## src/design/assert_macros.svh

```systemverilog
// Assertion macros shared by the histogram quantile RTL.
// Included by the modules that carry concurrent checks; needs clk and rst in scope.
`ifndef ASSERT_MACROS_SVH
`define ASSERT_MACROS_SVH

`ifndef SYNTH

`define HQM_ASSERT_IMP(lbl, ante, cons, msg) \
  lbl: assert property (@(posedge clk) disable iff (rst) (ante) |-> (cons)) else $error(msg);

`define HQM_ASSERT_NXT(lbl, ante, cons, msg) \
  lbl: assert property (@(posedge clk) disable iff (rst) (ante) |=> (cons)) else $error(msg);

`else

`define HQM_ASSERT_IMP(lbl, ante, cons, msg)

`define HQM_ASSERT_NXT(lbl, ante, cons, msg)

`endif

`endif

```

## src/design/hqm_pkg.sv

```systemverilog
// Shared constants for the histogram quantile block.
// No dependencies.
package hqm_pkg;

  localparam int PIXEL_BITS_DEF = 16;
  localparam int COUNT_BITS_DEF = 23;

  localparam int PIXEL_IN_BITS  = 16;
  localparam int COUNTED_BITS   = 23;
  localparam int FRAC_BITS      = 17;
  localparam int CFG_INDEX_BITS = 2;
  localparam int CFG_DATA_BITS  = 17;

  localparam logic [FRAC_BITS-1:0] Q_ONE   = 17'h10000;
  localparam logic [FRAC_BITS-1:0] Q_RESET = 17'h08000;

  localparam logic [CFG_INDEX_BITS-1:0] REG_QUANTILE = 2'd0;
  localparam logic [CFG_INDEX_BITS-1:0] REG_USE_MASK = 2'd1;

endpackage

```

## src/design/hqm_pixel_path.sv

```systemverilog
// Pixel update path: read-modify-write of one bin per item, plus the running total.
// Uses hqm_pkg for default widths; drives the bin memory ports.
module hqm_pixel_path
  import hqm_pkg::*;
#(
  parameter int PIXEL_BITS = PIXEL_BITS_DEF,
  parameter int COUNT_BITS = COUNT_BITS_DEF
) (
  input  logic                  clk,
  input  logic                  rst,
  input  logic                  take,
  input  logic [PIXEL_BITS-1:0] pix,
  input  logic                  clear_total,
  input  logic [COUNT_BITS-1:0] rd_data,
  output logic [PIXEL_BITS-1:0] rd_addr,
  output logic                  wr_en,
  output logic [PIXEL_BITS-1:0] wr_addr,
  output logic [COUNT_BITS-1:0] wr_data,
  output logic [COUNT_BITS-1:0] total
);

  logic                  s1_valid;
  logic [PIXEL_BITS-1:0] s1_addr;
  logic                  fw_valid;
  logic [PIXEL_BITS-1:0] fw_addr;
  logic [COUNT_BITS-1:0] fw_data;
  logic [COUNT_BITS-1:0] cur;

  assign rd_addr = pix;

  // the write of the previous item lands in the same cycle as this item's read
  always_comb begin
    cur = (fw_valid && (fw_addr == s1_addr)) ? fw_data : rd_data;
    wr_data = (cur == '1) ? cur : cur + COUNT_BITS'(1);
  end

  assign wr_en   = s1_valid;
  assign wr_addr = s1_addr;

  always_ff @(posedge clk) begin
    if (rst) begin
      s1_valid <= 1'b0;
      fw_valid <= 1'b0;
      total    <= '0;
    end else begin
      s1_valid <= take;
      fw_valid <= s1_valid;
      if (clear_total) begin
        total <= '0;
      end else if (take && (total != '1)) begin
        total <= total + COUNT_BITS'(1);
      end
    end
    s1_addr <= pix;
    fw_addr <= s1_addr;
    fw_data <= wr_data;
  end

endmodule

```

## config.mk

```make
export PLATFORM = sky130hd
export DESIGN_NAME = hqm_pixel_path
export DESIGN_NICKNAME = d
export VERILOG_FILES = /design/src/design/assert_macros.svh /design/src/design/hqm_pkg.sv /design/src/design/hqm_pixel_path.sv
export SDC_FILE = /design/constraint.sdc
export NUM_CORES = 1
export LEC_CHECK = 0
export BUFFER_PORTS_ARGS = -buffer_cell sky130_fd_sc_hd__buf_4
export CAP_MARGIN = 20
export CORE_MARGIN = 2
export CORE_UTILIZATION = 55
export CTS_CLUSTER_SIZE = 16
export DETAILED_ROUTE_END_ITERATION = 7
export HOLD_SLACK_MARGIN = 0.15
export PLACE_DENSITY = 0.9
export SETUP_SLACK_MARGIN = 0.05
export SLEW_MARGIN = 40
export SYNTH_ARGS = -nofsm -noshare
export SYNTH_HDL_FRONTEND = slang
export SYNTH_SLANG_ARGS = --single-unit
```

## constraint.sdc

```tcl
create_clock -name clk -period 5 [get_ports clk]
set_input_delay 0.5 -clock clk [delete_from_list [all_inputs] [get_ports clk]]
set_output_delay 0.5 -clock clk [all_outputs]
set_load 0.005 [all_outputs]
```

==> Implementation_results.wiki <==
{| class="wikitable"
! Metric !! Value
|-
| Clk pwr share || 38.9%
|-
| Max Slew Vio Count || 0
|-
| Largest net degree at the start of global routing || 23
|-
| Antenna cells || 0
|-
| Primary FF master, synth || dfxtp_1
|-
| Synth area leader || dfxtp_1
|-
| Relative contribution of sequential cells to total power || 50.6%
|-
| Total clock sinks || 80
|-
| Buffer levels on the longest clock path || 2
|-
| FILL cells || 527
|-
| Largest vdd supply drop || 0.2042 mV
|-
| Count of final setup violators || 0
|-
| Routed Antenna Nets || 0
|-
| RSZ-0062 raised after global routing || false
|-
| Number of instances on the worst hold path || 1
|-
| HP Class || input port to register
|-
| Pwr dens || 280.5 mW/mm^2
|-
| Final period utilization || 59.42%
|-
| Synth top area share || 42.60%
|-
| Number of buffers inserted for hold repair after clock tree synthesis || 0
|-
| Worst setup startpoint || fw_data[8]$_DFF_P_
|-
| Avg Inst Size Synth || 9.353 sq um
|-
| Max-capacitance violation count || 0
|-
| Switching power as a share of total power || 24.23%
|-
| Measured slew at the worst slew-check pin || 659.9 ps
|-
| Total number of H-tree levels || 3
|-
| Final hold violations || 0
|-
| Final weighted congestion in routability-driven placement || 0.9290
|-
| Final TNS setup || 0 ps
|-
| Final global-route overflow total || 0
|-
| Clock edge transition at the registers on the reported setup and hold paths || 80 ps
|-
| Most area-consuming cells after synthesis || dfxtp_1 43%, mux2i_1 6.4%, xnor2_1 6.1%
|-
| Ports || 122
|-
| Worst endpoint data arrival time || 2470 ps
|-
| Area of the multi-input gates || 0.001991 sq mm
|-
| Die area || 0.007513 sq mm
|-
| Endpoint of the most critical setup path || wr_data[8]
|-
| Internal || 1028 uW
|-
| Die outline width || 86.68 microns
|-
| Final core occ || 72.01%
|-
| Classification of the worst setup path || register to primary output
|-
| CTS root buffer || clkbuf_8
|-
| Number of global-route vias before repair || 3229
|-
| Number of buffers created by CTS || 9
|-
| Layout cells sized above 1 || 28.88%
|-
| R2r endpoint || fw_data[8]$_DFF_P_
|-
| Setup slack of the most critical reg-to-reg path || 2930 ps
|-
| Static leakage power || 0.002117 uW
|-
| Worst setup timing slack at the placement stage || 2235 ps
|-
| Count of standard-cell rows || 30
|-
| Proportion of synthesized flip-flops having asynchronous set or reset || 0%
|-
| Post-layout power || 1357 uW
|-
| Overall global routing resource usage || 24.41%
|-
| Global-route wire length before repair || 14830 microns
|-
| Clock latency on the worst-skew pair || 350 ps
|-
| Total of buffers placed on input and output ports || 121
|-
| Number of vias per cell after detailed routing || 5.839
|-
| Area occupied by registers || 0.001602 sq mm
|-
| Share of total power in combinational logic || 10.5%
|-
| Mapped Cells || 402
|-
| Hold slack final || 260.8 ps
|-
| Relative slew margins || 55.60%
|-
| Highest clock rate || 0.3366 GHz
|-
| Net switching component of the power || 328.8 uW
|-
| Layout area overhead || 28.69%
|-
| Data required time of the critical path || 4500 ps
|-
| Path depth of the worst reg2reg path || 5
|-
| Number of flops mapped to enable cells by yosys || 0
|-
| Outcome || finished, final reports clean
|-
| Initial antenna violation count || 0
|-
| Post-DP HPWL || 6828 microns
|-
| DR iter-0 viols || 256
|-
| Startpoint of the worst register-to-register path || fw_data[8]$_DFF_P_
|-
| Die height || 86.68 microns
|-
| Time the final worst path needs with I/O delays and setup || 2971 ps
|-
| Number of unique standard cell types used by synthesis || 50
|-
| Clock tree from TritonCTS || built
|-
| Yosys Warn Count || 0
|-
| Drt pass-1 iters || 5
|-
| Residual DRC count || 0
|-
| Type of element capturing the critical path || primary output
|-
| Per-cell routed wire length || 15.34 microns
|-
| Slack of the critical path || 2029 ps
|-
| Area of the mapped netlist || 0.003760 sq mm
|-
| Setup repair bufs after CTS || 0
|-
| CTS resizes || 0
|-
| Initial standard-cell utilization of the core || 55.96%
|-
| Nets in the synthesized netlist || 446
|-
| Total via count in the routed design || 3480
|-
| Maximum fanout count along the critical path || 11
|-
| Fin nets || 555
|-
| Number of storage elements in the synthesis netlist || 80
|-
| Routed WL || 9141 microns
|-
| Clock skew || 10.45 ps
|-
| Core area || 0.006719 sq mm
|-
| Kind of start point of the critical path || register
|-
| Share of synthesized area occupied by flip-flops and latches || 42.60%
|}
cell type report:
type,count,share of cell area [%]
Multi-Input combinational cell,295,41.14
Sequential cell,80,33.10
Tap cell,80,2.069
Clock buffer,10,2.638
Timing Repair Buffer,122,18.93
Inverter,3,0.2327
Clock inverter,6,1.888
registers in the layout, indices dropped and copies added, names as in the netlist:
| name | cells |
|---|---|
| fw_data | 23 |
| total | 23 |
| fw_addr | 16 |
| wr_addr | 16 |
| fw_valid | 1 |
| wr_en | 1 |
power by group through the flow:
| stage | Sequential, uW | Clock (uW) | Combinational (uW) |
|---|---|---|---|
| after detailed placement | 701 | 0 | 142 |
| after CTS | 686 | 534 | 142 |
| after floorplan | 697 | 0 | 65.4 |
| final | 686 | 528 | 142 |
| after global placement | 700 | 0 | 138 |
| after global routing | 690 | 559 | 156 |
cells by family (layout without fill, tap and decap cells):
kind of cell | Yosys count | in the layout | synth area share [%]
compound gates | 64 | 64 | 11.42
xor+xnor | 50 | 50 | 11.65
fa+ha+maj | 1 | 1 | 0.3327
buf+inv | 27 | 141 | 4.459
flops | 80 | 80 | 42.60
mux | 25 | 25 | 6.689
simple gates | 155 | 155 | 22.86
worst max-delay path, stage by stage (launching register included):
cell and delay, ps:
dfxtp_1 400, nand4_1 190, or4_1 770, and3_1 290, o21bai_1 150, mux2i_1 190, buf_4 140
cell usage after synthesis, drive strengths merged (5+ instances only):
| master | n |
|---|---|
| xnor2 | 26 |
| and4 | 7 |
| o21ai | 17 |
| mux2i | 24 |
| nand4 | 23 |
| and3 | 10 |
| dfxtp | 80 |
| a21oi | 14 |
| xor2 | 24 |
| nand3 | 16 |
| nand2 | 28 |
| nor3 | 11 |
| or3 | 9 |
| nor4 | 5 |
| o211ai | 5 |
| a211oi | 5 |
| buf | 21 |
| nor2 | 28 |
stage by stage:
stage / area, sq um / cells
3_5_place_dp: 4619 / 580
6_report: 4838 / 596
3_3_place_gp: 4619 / 580
5_1_grt: 4838 / 596
2_1_floorplan: 3760 / 402
4_1_cts: 4838 / 596
metal layers:
| metal | GRT usage [%] | vias to the layer above | wire [microns] |
|---|---|---|---|
| li1 | - | 1672 | - |
| met1 | 29.83 | 1620 | 3871 |
| met5 | 0 | - | 0 |
| met4 | 10.51 | 0 | 235 |
| met2 | 41.33 | 159 | 4467 |
| met3 | 5.333 | 29 | 566 |
layout by cell type (no fill, tap or decap), types with 2 or more instances in the layout:
| cell | n |
|---|---|
| nor3b_1 | 2 |
| and4_1 | 7 |
| nor3_1 | 9 |
| xor2_1 | 24 |
| nand2_1 | 28 |
| o21ai_1 | 2 |
| nor4_1 | 5 |
| dfxtp_1 | 80 |
| a41oi_1 | 2 |
| nand3_1 | 16 |
| a21oi_1 | 14 |
| and3_1 | 10 |
| a31oi_1 | 3 |
| or3_1 | 9 |
| a211oi_1 | 5 |
| nor4b_1 | 2 |
| or2_2 | 3 |
| nor2b_1 | 2 |
| or4_1 | 3 |
| inv_1 | 3 |
| o211ai_1 | 5 |
| o21bai_1 | 3 |
| mux2i_1 | 24 |
| nand4_1 | 21 |
| nand4_2 | 2 |
| clkinvlp_4 | 3 |
| and2_1 | 2 |
| o21ai_0 | 14 |
| clkbuf_8 | 9 |
| buf_4 | 122 |
| xnor2_1 | 26 |
| a21o_1 | 4 |
| a31o_2 | 2 |
| nor2_1 | 28 |
| a41o_1 | 3 |
| bufinv_16 | 2 |
how the worst min path moves through the flow:
stage,start,endpoint,slack (ps)
4_1_cts,pix[8],wr_addr[8]$_DFF_P_,250
3_3_place_gp,wr_addr[9]$_DFF_P_,fw_addr[9]$_DFF_P_,370
2_1_floorplan,wr_addr[7]$_DFF_P_,fw_addr[7]$_DFF_P_,370
5_1_grt,pix[6],wr_addr[6]$_DFF_P_,240
6_report,pix[12],wr_addr[12]$_DFF_P_,260
3_5_place_dp,wr_addr[9]$_DFF_P_,fw_addr[9]$_DFF_P_,370
Note: power is estimated with default switching activity, not from simulation.
